File: config.mk
export PLATFORM = sky130hd
export DESIGN_NAME = two_finger_rotate_gesture
export DESIGN_NICKNAME = d
export VERILOG_FILES = /design/src/rtl/core/tfrg_pkg.sv /design/src/rtl/core/two_finger_rotate_gesture.sv /design/src/rtl/core/tfrg_ctrl.sv /design/src/rtl/core/tfrg_dp.sv
export SDC_FILE = /design/constraint.sdc
export NUM_CORES = 2
export LEC_CHECK = 0
export CORE_MARGIN = 2
export CORE_UTILIZATION = 35
export CTS_CLUSTER_DIAMETER = 120
export CTS_CLUSTER_SIZE = 28
export DETAILED_ROUTE_END_ITERATION = 16
export DONT_BUFFER_PORTS = 1
export HOLD_SLACK_MARGIN = 0.1
export PLACE_DENSITY = 0.53
export SYNTH_ARGS = -nofsm -noshare
export SYNTH_HDL_FRONTEND = slang
export SYNTH_HIERARCHICAL = 1
export SYNTH_SLANG_ARGS = --single-unit
File: constraint.sdc
create_clock -name clk -period 12.3 [get_ports clk]
set_clock_uncertainty 0.05 [all_clocks]
set_input_delay 0.615 -clock clk [delete_from_list [all_inputs] [get_ports clk]]
set_output_delay 0.615 -clock clk [all_outputs]
set_load 0.05 [all_outputs]
File: src/rtl/core/tfrg_pkg.sv
// Package with the shared types, constants and the arctangent table of the rotate gesture block.
`default_nettype none
package tfrg_pkg;

	localparam int TRACKED     = 2;
	localparam int CORDIC_STEPS = 20;
	localparam int TABLE_FRAC  = 16;
	localparam int CNT_W       = 5;
	localparam int CW          = 38;
	localparam int ZW          = 28;

	localparam logic signed [ZW-1:0] Z_HALF_TURN = ZW'(180 << TABLE_FRAC);

	typedef enum logic [1:0] {
		OP_DOWN   = 2'd0,
		OP_UP     = 2'd1,
		OP_MOVE   = 2'd2,
		OP_UPDATE = 2'd3
	} op_t;

	typedef enum logic [1:0] {
		MS_LXNX = 2'd0,
		MS_LYNY = 2'd1,
		MS_LXNY = 2'd2,
		MS_LYNX = 2'd3
	} mul_sel_t;

	typedef enum logic [3:0] {
		ST_IDLE,
		ST_APPLY,
		ST_DIFF,
		ST_MUL,
		ST_MACC,
		ST_PREP,
		ST_CORDIC,
		ST_ROUND,
		ST_ACC,
		ST_EMIT
	} state_t;

	typedef struct packed {
		logic             load;
		logic             apply;
		logic             diff;
		logic             reject;
		logic             mul_en;
		mul_sel_t         mul_sel;
		logic             prep;
		logic             step_en;
		logic [CNT_W-1:0] step;
		logic             round;
		logic             accum;
		logic             emit;
	} cmd_t;

	typedef struct packed {
		logic is_move;
		logic basis;
		logic nonzero;
		logic out_free;
	} sts_t;

	// Arctangent of 2^-i in units of 2^-16 degree.
	function automatic logic [21:0] tfrg_atan(input logic [CNT_W-1:0] i);
		logic [21:0] r;
		case (i)
			5'd0:    r = 22'd2949120;
			5'd1:    r = 22'd1740967;
			5'd2:    r = 22'd919879;
			5'd3:    r = 22'd466945;
			5'd4:    r = 22'd234379;
			5'd5:    r = 22'd117304;
			5'd6:    r = 22'd58666;
			5'd7:    r = 22'd29335;
			5'd8:    r = 22'd14668;
			5'd9:    r = 22'd7334;
			5'd10:   r = 22'd3667;
			5'd11:   r = 22'd1833;
			5'd12:   r = 22'd917;
			5'd13:   r = 22'd458;
			5'd14:   r = 22'd229;
			5'd15:   r = 22'd115;
			5'd16:   r = 22'd57;
			5'd17:   r = 22'd29;
			5'd18:   r = 22'd14;
			5'd19:   r = 22'd7;
			default: r = 22'd0;
		endcase
		return r;
	endfunction

endpackage
`default_nettype wire

File: src/rtl/core/two_finger_rotate_gesture.sv
// Top level of the two-finger rotation gesture detector.
`default_nettype none
// Each touch item may update the two tracked pointer slots and yields one result
// item carrying the accepted flag, a rotate flag, the doubled centre and the
// running rotation total in 2^-ANGLE_FRAC_BITS degree units. One item is
// processed at a time. Items other than a live move (down, up, update, a bad slot
// or any item after the gesture has ended) go from the slot update straight to the
// result; a move without a rotation basis or with a zero finger-to-finger vector
// ends before the multiplier. A move that issues a rotation makes four passes
// through the shared 17x17 multiplier that form the dot and cross products and
// then runs the 20 iterations of the CORDIC arctangent unit. A finished result
// waits while the output register holds a stalled result.
// The output register holds a finished result while the next item is accepted.
module two_finger_rotate_gesture #(
	parameter int SLOT_COUNT      = 2,
	parameter int ANGLE_FRAC_BITS = 8
) (
	input  wire logic               clk,
	input  wire logic               arst_n,
	input  wire logic               in_valid,
	output logic                    in_stall,
	input  wire logic [1:0]         operation,
	input  wire logic [3:0]         slot_index,
	input  wire logic               point_valid,
	input  wire logic               point_moving,
	input  wire logic signed [15:0] prev_x,
	input  wire logic signed [15:0] prev_y,
	input  wire logic signed [15:0] now_x,
	input  wire logic signed [15:0] now_y,
	output logic                    out_valid,
	input  wire logic               out_stall,
	output logic                    accepted,
	output logic                    rotate_event,
	output logic signed [16:0]      centre_x_twice,
	output logic signed [16:0]      centre_y_twice,
	output logic signed [31:0]      total_angle
);
	import tfrg_pkg::*;

	cmd_t cmd;
	sts_t sts;

	tfrg_ctrl u_ctrl (
		.clk      (clk),
		.arst_n   (arst_n),
		.in_valid (in_valid),
		.in_stall (in_stall),
		.sts      (sts),
		.cmd      (cmd)
	);

	tfrg_dp #(
		.SLOT_COUNT      (SLOT_COUNT),
		.ANGLE_FRAC_BITS (ANGLE_FRAC_BITS)
	) u_dp (
		.clk            (clk),
		.arst_n         (arst_n),
		.cmd            (cmd),
		.sts            (sts),
		.operation      (operation),
		.slot_index     (slot_index),
		.point_valid    (point_valid),
		.point_moving   (point_moving),
		.prev_x         (prev_x),
		.prev_y         (prev_y),
		.now_x          (now_x),
		.now_y          (now_y),
		.out_valid      (out_valid),
		.out_stall      (out_stall),
		.accepted       (accepted),
		.rotate_event   (rotate_event),
		.centre_x_twice (centre_x_twice),
		.centre_y_twice (centre_y_twice),
		.total_angle    (total_angle)
	);

`ifndef SYNTHESIS
	a_busy_after_accept: assert property (@(posedge clk) disable iff (!arst_n)
		(in_valid && !in_stall) |=> in_stall)
		else $error("input taken while an item is in progress");

	a_rotate_implies_accepted: assert property (@(posedge clk) disable iff (!arst_n)
		(out_valid && rotate_event) |-> accepted)
		else $error("rotate event on a rejected item");

	a_no_rotate_zero_centre: assert property (@(posedge clk) disable iff (!arst_n)
		(out_valid && !rotate_event) |-> (centre_x_twice == '0 && centre_y_twice == '0))
		else $error("centre reported without a rotate event");
`endif

endmodule
`default_nettype wire

File: src/rtl/core/tfrg_ctrl.sv
// Controller state machine that sequences the rotate gesture datapath.
`default_nettype none
module tfrg_ctrl (
	input  wire logic           clk,
	input  wire logic           arst_n,
	input  wire logic           in_valid,
	output logic                in_stall,
	input  wire tfrg_pkg::sts_t sts,
	output tfrg_pkg::cmd_t      cmd
);
	import tfrg_pkg::*;

	state_t           state_q, state_d;
	logic [CNT_W-1:0] cnt_q, cnt_d;

	always_ff @(posedge clk or negedge arst_n) begin
		if (!arst_n) begin
			state_q <= ST_IDLE;
			cnt_q   <= '0;
		end else begin
			state_q <= state_d;
			cnt_q   <= cnt_d;
		end
	end

	always_comb begin
		state_d     = state_q;
		cnt_d       = cnt_q;
		cmd         = '0;
		cmd.mul_sel = MS_LXNX;
		cmd.step    = cnt_q;
		in_stall    = 1'b1;
		unique case (state_q)
			ST_IDLE: begin
				in_stall = 1'b0;
				if (in_valid) begin
					cmd.load = 1'b1;
					state_d  = ST_APPLY;
				end
			end
			ST_APPLY: begin
				cmd.apply = 1'b1;
				state_d   = sts.is_move ? ST_DIFF : ST_EMIT;
			end
			ST_DIFF: begin
				cnt_d = '0;
				if (!sts.basis) begin
					cmd.reject = 1'b1;
					state_d    = ST_EMIT;
				end else begin
					cmd.diff = 1'b1;
					state_d  = ST_MUL;
				end
			end
			ST_MUL: begin
				if (cnt_q == '0 && !sts.nonzero) begin
					state_d = ST_EMIT;
				end else begin
					cmd.mul_en  = 1'b1;
					cmd.mul_sel = mul_sel_t'(cnt_q[1:0]);
					if (cnt_q == CNT_W'(3)) begin
						cnt_d   = '0;
						state_d = ST_MACC;
					end else begin
						cnt_d = cnt_q + CNT_W'(1);
					end
				end
			end
			ST_MACC: begin
				state_d = ST_PREP;
			end
			ST_PREP: begin
				cmd.prep = 1'b1;
				cnt_d    = '0;
				state_d  = ST_CORDIC;
			end
			ST_CORDIC: begin
				cmd.step_en = 1'b1;
				if (cnt_q == CNT_W'(CORDIC_STEPS - 1)) begin
					cnt_d   = '0;
					state_d = ST_ROUND;
				end else begin
					cnt_d = cnt_q + CNT_W'(1);
				end
			end
			ST_ROUND: begin
				cmd.round = 1'b1;
				state_d   = ST_ACC;
			end
			ST_ACC: begin
				cmd.accum = 1'b1;
				state_d   = ST_EMIT;
			end
			ST_EMIT: begin
				if (sts.out_free) begin
					cmd.emit = 1'b1;
					state_d  = ST_IDLE;
				end
			end
			default: begin
				state_d = ST_IDLE;
			end
		endcase
	end

endmodule
`default_nettype wire

File: src/rtl/core/tfrg_dp.sv
// Datapath with the slot store, shared multiplier, CORDIC unit, angle total and output register.
`default_nettype none
module tfrg_dp #(
	parameter int SLOT_COUNT      = 2,
	parameter int ANGLE_FRAC_BITS = 8
) (
	input  wire logic               clk,
	input  wire logic               arst_n,
	input  wire tfrg_pkg::cmd_t     cmd,
	output tfrg_pkg::sts_t          sts,
	input  wire logic [1:0]         operation,
	input  wire logic [3:0]         slot_index,
	input  wire logic               point_valid,
	input  wire logic               point_moving,
	input  wire logic signed [15:0] prev_x,
	input  wire logic signed [15:0] prev_y,
	input  wire logic signed [15:0] now_x,
	input  wire logic signed [15:0] now_y,
	output logic                    out_valid,
	input  wire logic               out_stall,
	output logic                    accepted,
	output logic                    rotate_event,
	output logic signed [16:0]      centre_x_twice,
	output logic signed [16:0]      centre_y_twice,
	output logic signed [31:0]      total_angle
);
	import tfrg_pkg::*;

	localparam int RSH = TABLE_FRAC - ANGLE_FRAC_BITS;
	localparam logic signed [ZW-1:0] RND = ZW'(1 << (RSH - 1));

	op_t                op_q;
	logic [3:0]         idx_q;
	logic               pv_q, pm_q;
	logic signed [15:0] ipx_q, ipy_q, inx_q, iny_q;

	logic [TRACKED-1:0] sv_q, sm_q;
	logic signed [15:0] spx_q [TRACKED];
	logic signed [15:0] spy_q [TRACKED];
	logic signed [15:0] snx_q [TRACKED];
	logic signed [15:0] sny_q [TRACKED];
	logic               done_q;
	logic signed [31:0] sum_q;

	logic signed [16:0] lx_q, ly_q, nx_q, ny_q;
	logic signed [16:0] ma, mb;
	logic signed [33:0] prod_s1;
	logic               acc_s1;
	mul_sel_t           sel_s1;
	logic signed [34:0] dot_q, cross_q;

	logic signed [CW-1:0] x_q, y_q, xs, ys;
	logic signed [ZW-1:0] z_q, at, ang_q;
	logic signed [32:0]   sum_wide;
	logic signed [31:0]   sum_sat;

	logic               res_acc_q, res_rot_q;
	logic signed [16:0] res_cx_q, res_cy_q;
	logic               out_valid_q;

	logic good, live, nv0, nv1;

	assign good = idx_q < 4'(SLOT_COUNT);
	assign live = good && !done_q;
	assign nv0  = (idx_q == 4'd0) ? sv_q[1] : sv_q[0];
	assign nv1  = (idx_q <= 4'd1) ? 1'b0 : sv_q[1];

	assign sts.is_move  = live && op_q == OP_MOVE;
	assign sts.basis    = sv_q[0] && sv_q[1] && (sm_q[0] || sm_q[1]);
	assign sts.nonzero  = (lx_q != '0 || ly_q != '0) && (nx_q != '0 || ny_q != '0);
	assign sts.out_free = !out_valid_q || !out_stall;

	always_ff @(posedge clk) begin
		if (cmd.load) begin
			op_q  <= op_t'(operation);
			idx_q <= slot_index;
			pv_q  <= point_valid;
			pm_q  <= point_moving;
			ipx_q <= prev_x;
			ipy_q <= prev_y;
			inx_q <= now_x;
			iny_q <= now_y;
		end
	end

	always_ff @(posedge clk or negedge arst_n) begin
		if (!arst_n) begin
			sv_q   <= '0;
			sm_q   <= '0;
			done_q <= 1'b0;
			sum_q  <= '0;
			for (int i = 0; i < TRACKED; i++) begin
				spx_q[i] <= '0;
				spy_q[i] <= '0;
				snx_q[i] <= '0;
				sny_q[i] <= '0;
			end
		end else begin
			if (cmd.apply && live) begin
				if (op_q == OP_UP) begin
					if (idx_q == 4'd0) begin
						sv_q[0]  <= sv_q[1];
						sm_q[0]  <= sm_q[1];
						spx_q[0] <= spx_q[1];
						spy_q[0] <= spy_q[1];
						snx_q[0] <= snx_q[1];
						sny_q[0] <= sny_q[1];
					end
					if (idx_q <= 4'd1) begin
						sv_q[1]  <= 1'b0;
						sm_q[1]  <= 1'b0;
						spx_q[1] <= '0;
						spy_q[1] <= '0;
						snx_q[1] <= '0;
						sny_q[1] <= '0;
					end
					done_q <= !nv0 && !nv1;
				end else begin
					for (int i = 0; i < TRACKED; i++) begin
						if (idx_q == 4'(i)) begin
							sv_q[i]  <= pv_q;
							sm_q[i]  <= pm_q;
							spx_q[i] <= ipx_q;
							spy_q[i] <= ipy_q;
							snx_q[i] <= inx_q;
							sny_q[i] <= iny_q;
						end
					end
					if (op_q == OP_DOWN) begin
						sum_q <= '0;
					end
				end
			end
			if (cmd.accum) begin
				sum_q <= sum_sat;
			end
		end
	end

	always_ff @(posedge clk) begin
		if (cmd.diff) begin
			lx_q <= 17'(spx_q[0]) - 17'(spx_q[1]);
			ly_q <= 17'(spy_q[0]) - 17'(spy_q[1]);
			nx_q <= 17'(snx_q[0]) - 17'(snx_q[1]);
			ny_q <= 17'(sny_q[0]) - 17'(sny_q[1]);
		end
	end

	always_comb begin
		case (cmd.mul_sel)
			MS_LXNX: begin ma = lx_q; mb = nx_q; end
			MS_LYNY: begin ma = ly_q; mb = ny_q; end
			MS_LXNY: begin ma = lx_q; mb = ny_q; end
			MS_LYNX: begin ma = ly_q; mb = nx_q; end
			default: begin ma = lx_q; mb = nx_q; end
		endcase
	end

	always_ff @(posedge clk or negedge arst_n) begin
		if (!arst_n) begin
			acc_s1 <= 1'b0;
		end else begin
			acc_s1 <= cmd.mul_en;
		end
	end

	always_ff @(posedge clk) begin
		if (cmd.mul_en) begin
			prod_s1 <= ma * mb;
			sel_s1  <= cmd.mul_sel;
		end
		if (acc_s1) begin
			case (sel_s1)
				MS_LXNX: dot_q   <= 35'(prod_s1);
				MS_LYNY: dot_q   <= dot_q + 35'(prod_s1);
				MS_LXNY: cross_q <= 35'(prod_s1);
				MS_LYNX: cross_q <= cross_q - 35'(prod_s1);
				default: dot_q   <= dot_q;
			endcase
		end
	end

	assign xs = x_q >>> cmd.step;
	assign ys = y_q >>> cmd.step;
	assign at = signed'(ZW'(tfrg_atan(cmd.step)));

	always_ff @(posedge clk) begin
		if (cmd.prep) begin
			if (dot_q[34]) begin
				x_q <= -CW'(dot_q);
				y_q <= -CW'(cross_q);
				z_q <= cross_q[34] ? -Z_HALF_TURN : Z_HALF_TURN;
			end else begin
				x_q <= CW'(dot_q);
				y_q <= CW'(cross_q);
				z_q <= '0;
			end
		end else if (cmd.step_en) begin
			if (!y_q[CW-1]) begin
				x_q <= x_q + ys;
				y_q <= y_q - xs;
				z_q <= z_q + at;
			end else begin
				x_q <= x_q - ys;
				y_q <= y_q + xs;
				z_q <= z_q - at;
			end
		end
		if (cmd.round) begin
			ang_q <= (z_q + RND) >>> RSH;
		end
	end

	assign sum_wide = 33'(sum_q) + 33'(ang_q);
	assign sum_sat  = (sum_wide[32] != sum_wide[31])
		? (sum_wide[32] ? 32'sh8000_0000 : 32'sh7fff_ffff) : sum_wide[31:0];

	always_ff @(posedge clk) begin
		if (cmd.apply) begin
			res_acc_q <= good;
			res_rot_q <= 1'b0;
			res_cx_q  <= '0;
			res_cy_q  <= '0;
		end
		if (cmd.reject) begin
			res_acc_q <= 1'b0;
		end
		if (cmd.accum) begin
			res_rot_q <= 1'b1;
			res_cx_q  <= 17'(snx_q[0]) + 17'(snx_q[1]);
			res_cy_q  <= 17'(sny_q[0]) + 17'(sny_q[1]);
		end
		if (cmd.emit) begin
			accepted       <= res_acc_q;
			rotate_event   <= res_rot_q;
			centre_x_twice <= res_cx_q;
			centre_y_twice <= res_cy_q;
			total_angle    <= sum_q;
		end
	end

	always_ff @(posedge clk or negedge arst_n) begin
		if (!arst_n) begin
			out_valid_q <= 1'b0;
		end else if (cmd.emit) begin
			out_valid_q <= 1'b1;
		end else if (!out_stall) begin
			out_valid_q <= 1'b0;
		end
	end

	assign out_valid = out_valid_q;

endmodule
`default_nettype wire
-- Word level (Yosys, flattened, before mapping)
Memories as Yosys holds them, arrays and structs flattened.
Index checks and enable logic that the tools add are counted.
- bits in registers: 650
- ROM bits: 704
- input bits: 76
- output and inout port bits: 70
- word-level logic and storage cells: 235
- memories kept: 1
- $add $sub $neg: 19
- $mul: 1
- magnitude comparators: 2
- equal/unequal tests: 29
- shift operators: 2
- muxes and demuxes: 82
- reduce and logical (&&, ||, !) cells: 52
- memories (name ; depth ; width ; rd ports ; clocked after memory_dff ; write ports ; RTL line ; text):
    (name not given) ; 32 ; 22 ; 1 ; 0 ; 0 ; tfrg_pkg.sv:66 ; case (i)
- operator list (cell ; count):
    two-way mux 32 bit ; 10
    two-way mux 38 bit ; 8
    two-way mux 16 bit ; 13
    two-way mux 28 bit ; 5
    case mux 35 bit (2 select lines) ; 2
    adder 38 bit ; 2
    negator 35 -> 38 bit ; 2
    >>> shifter 38 x 5 -> 38 bit ; 2
    subtractor 38 bit ; 2
    case mux 17 bit (2 select lines) ; 2
    nonzero test 17 bit ; 4
    subtractor 16 x 16 -> 17 bit ; 4
    two-way mux 17 bit ; 3
    case mux 4 bit (10 select lines) ; 1
    adder 35 x 34 -> 35 bit ; 1
    subtractor 35 x 34 -> 35 bit ; 1
    adder 16 x 16 -> 17 bit ; 2
    multiplier 17 x 17 -> 34 bit ; 1
    adder 32 x 20 -> 33 bit ; 1
    adder 28 x 23 -> 28 bit ; 1
    adder 28 x 9 -> 28 bit (second input constant) ; 1
    two-way mux 4 bit ; 7
    subtractor 28 x 23 -> 28 bit ; 1
    two-way mux 1 bit ; 22
    31 further kinds ; 89

-- Longest topological paths before layout
- word-level depth: 11
- gate-level depth with buffers: 40

-- By module
Netlist, hierarchy kept.
- by module, submodules not included (module ; times used ; cells an instance ; area each (µm²) ; sequential area each (µm²)):
    tfrg_dp ; 1 ; 5889 ; 56449.1 ; 18392.6
    tfrg_ctrl ; 1 ; 111 ; 895.9 ; 225.2

-- Least setup slack after synthesis
Ideal clock, no wire load.
- kind: register to register
- from: reg u_dp.ly_q[12]
- to: reg u_dp.prod_s1[32] (data pin)
- setup time: 258 ps
- arrival: 10431 ps
- data required time: 11992 ps
- slack: 1562 ps
- stages on the path, launching flop included: 38
- path buffers: 3
- period minus slack after synthesis: 10738 ps
- path through: edfxtp_1 -> nor4_1 -> and4_1 -> nand4_1 -> nor4_1 -> a31oi_1 -> nor2b_1 -> a2111oi_4 -> and2_1 -> inv_1 -> ha_1 -> clkbuf_1 -> buf_1 -> buf_1 -> mux2i_1 -> nor2_1 -> fa_1 -> inv_1 -> [... 2 more ...] -> inv_1 -> fa_1 -> fa_1 -> inv_1 -> fa_1 -> inv_1 -> ha_1 -> a21o_1 -> a21o_1 -> or3_1 -> o211a_1 -> and3_1 -> nor2_1 -> a211oi_1 -> a211o_1 -> a21o_1 -> a21oi_1 -> xnor2_1
- RTL lines (what ; RTL line ; text):
    start: declaration ; tfrg_dp.sv:45 ; logic signed [16:0] lx_q, ly_q, nx_q, ny_q;
    start signal: assignment ; tfrg_dp.sv:143 ; ly_q <= 17'(spy_q[0]) - 17'(spy_q[1]);
    end signal: assignment ; tfrg_dp.sv:169 ; prod_s1 <= ma * mb;
    end: declaration ; tfrg_dp.sv:47 ; logic signed [33:0] prod_s1;

==> reports/qor.txt <==
Final slew viol count -> 0
Port buffer count -> 0
Delay of the slowest critical-path stage -> 0.85 ns
Hold Crit Class -> input pin to flip-flop
CTS Buf Count -> 34
Syn Inst Count -> 6000
Antenna violations before repair -> 3
Synth Register Bits -> 650
Dpl hpwl -> 129000 um
Setup crit end kind -> flip-flop
Clock transition at path regs -> 0.11 ns
DR vias/cell -> 5.39
Max_cap viols -> 0
Die Height -> 409 um
Post-synth EDFFs -> 472
Utilization after layout -> 37.8%
Worst-Margin Slew -> 1.24 ns
Worst path most repeated cell -> fa_1
Peak Freq -> 95.5 MHz
Critical Path Source Type -> flip-flop
Final ANT Viol Nets -> 0
Buf/Inv on CP -> 2
DR DRC count -> 0
RePlAce Congestion -> 0.946
Worst setup margin -> 1.83 ns
Setup Buffers After CTS -> 0
Number of fillers in the final layout -> 16300
# resized after CTS -> 0
Critical Path Fanout Max -> 16
# IOs -> 146
Synth Flop Type -> edfxtp_1
Vias in the first global route -> 43500
Final Net Count -> 6720
Total die area -> 0.167 sq mm
Global-route wire length before repair -> 259000 um
Final hold violations -> 0
Synth Warn # -> 6
Reg2Reg Setup Slack -> 1.83 ns
Status -> finished, final reports clean
Vias -> 43800
Wire per inst -> 20.4 um
Final WL -> 166000 um
Syn Area/Cell -> 9.56 sq um
Row cnt -> 148
Area contributors post-synth -> edfxtp_1 25%, fa_1 11%, ha_1 8.7%
Total grt overflow -> 0
Root Driver -> clkbuf_16
Clock latency on the worst-skew pair -> 0.65 ns
Initial DRC Count -> 3286
Total power draw -> 0.0107 W
Arrival time of the worst setup path -> 10.83 ns
Gr usage total -> 19.6%
Commonest non-fill, non-tap cell in the layout -> nor2_1
Asr flop ratio synth -> 27.1%
WP data required -> 12.66 ns
Pre-CTS WS -> 1.88 ns
Synth top area share -> 24.7%
Syn Nets -> 6781
Core Region -> 0.163 sq mm
Die width -> 409 um
Largest area contributor in the netlist -> edfxtp_1
Worst slew margin -> 17.6%
Maximum VDD drop -> 153 uV
Sequential fraction of the synthesis area -> 32.5%
CTS tree -> built
Period utilization -> 85.1%
Drt pass-1 iters -> 6
Synth unique cells -> 110
H-tree levels -> 2
Min Hold Slack -> 0.225 ns
Leak pwr -> 25.8 nW
Initial Util -> 35.2%
Most frequent cells in the layout -> 603 x nor2_1, 557 x nand2_1, 548 x inv_1, 472 x edfxtp_1, 425 x o21ai_0
Top delay family on crit path -> adder cells
Setup TNS -> 0 ns
RSZ-0062 raised after global routing -> no
Clk sinks -> 650
Count of final setup violators -> 0
Largest net degree at the start of global routing -> 177
Final min period -> 10.47 ns
Cell Area, Synth -> 0.0573 sq mm
Pwr Density -> 174 mW/mm^2
Layout Area Growth over Synthesis -> 7.19%
Layout cells sized above 1 -> 5.33%
CTS max path bufs -> 3
Setup Crit Path Kind -> flip-flop to flip-flop
CP max stage cell -> mux2i_1
## through the flow
stage	instance area [sq um]	cells
floorplan	57300	6000
global placement	59600	8004
detailed placement	59600	8004
CTS	61500	8138
global route	61500	8139
finish	61500	8140
## cell type report
cell class	count	area (sq um)	area share, %
diodes	2	5.00	0.00814
clock buffers	44	888	1.45
multi-input cells	4561	35700	58.1
flip-flops and latches	650	18600	30.3
well taps	2175	2720	4.43
inverters	553	2080	3.38
clock inverters	16	203	0.330
repair buffers	139	1250	2.03
## synth_stat cells (146+ instances only)
library cell  count
nor2_1          609
nand2_1         558
inv_1           549
edfxtp_1        472
o21ai_0         425
a21oi_1         397
ha_1            397
fa_1            308
xnor2_1         258
dfrtp_1         176
clkbuf_1        173
xor2_1          152
a21o_1          146
## worst paths after layout
check / from / end / depth (start not counted)
min in group asynchronous: arst_n / u_dp/spy_q[23] / 2
hold reg to reg: u_dp/res_cy_q[9] / u_dp/centre_y_twice[9] / 0
setup / recovery: u_dp/ly_q[11] / u_dp/prod_s1[32] / 31
setup reg to reg: u_dp/ly_q[11] / u_dp/prod_s1[32] / 31
hold / removal: out_stall / u_dp/out_valid / 2
max in group asynchronous: arst_n / u_ctrl/cnt_q[0] / 2
## report_power, final
part / total (W) / switching (W) / internal, W
logic: 0.00546 / 0.00325 / 0.00221
clock network: 0.00135 / 0.000803 / 0.000548
registers: 0.00387 / 0.000719 / 0.00315
total: 0.0107 / 0.00477 / 0.00591
## per-layer routing
metal	GRT usage, %	wire (um)	up-vias
met5	0	0	-
li1	-	-	21000
met2	32.7	78000	998
met1	26.7	75500	21600
met4	6.55	6060	0
met3	1.65	6170	232
## kinds of logic (layout without fill, tap and decap cells)
group	Yosys count	in the layout	share of synthesized area (%)
AO/OA/AOI/OAI	1499	1499	16.6
multiplexers	252	252	6.49
XOR/XNOR	411	411	6.29
adder cells (fa/ha/maj)	706	706	19.4
AND/OR/NAND/NOR	1693	1693	13.3
buffers and inverters	789	752	5.44
flip-flops	650	650	32.5
other	0	2	0
## registers in the layout (all words and copies together) (netlist names), 20 cells and up
name / cells
u_dp/x_q: 38
u_dp/y_q: 38
u_dp/cross_q: 35
u_dp/dot_q: 35
u_dp/prod_s1: 34
u_dp/snx_q: 32
u_dp/sny_q: 32
u_dp/spx_q: 32
u_dp/spy_q: 32
u_dp/sum_q: 32
u_dp/total_angle: 32
u_dp/z_q: 28
u_dp/ang_q: 20
## what timing repair did
| action | in CTS | in global routing |
|---|---|---|
| hold buffers | 74 | 0 |
| endpoints found under the setup margin | 0 | 0 |
| hold endpoints to repair | 248 | 0 |
Power figures use the tool's default switching activity.
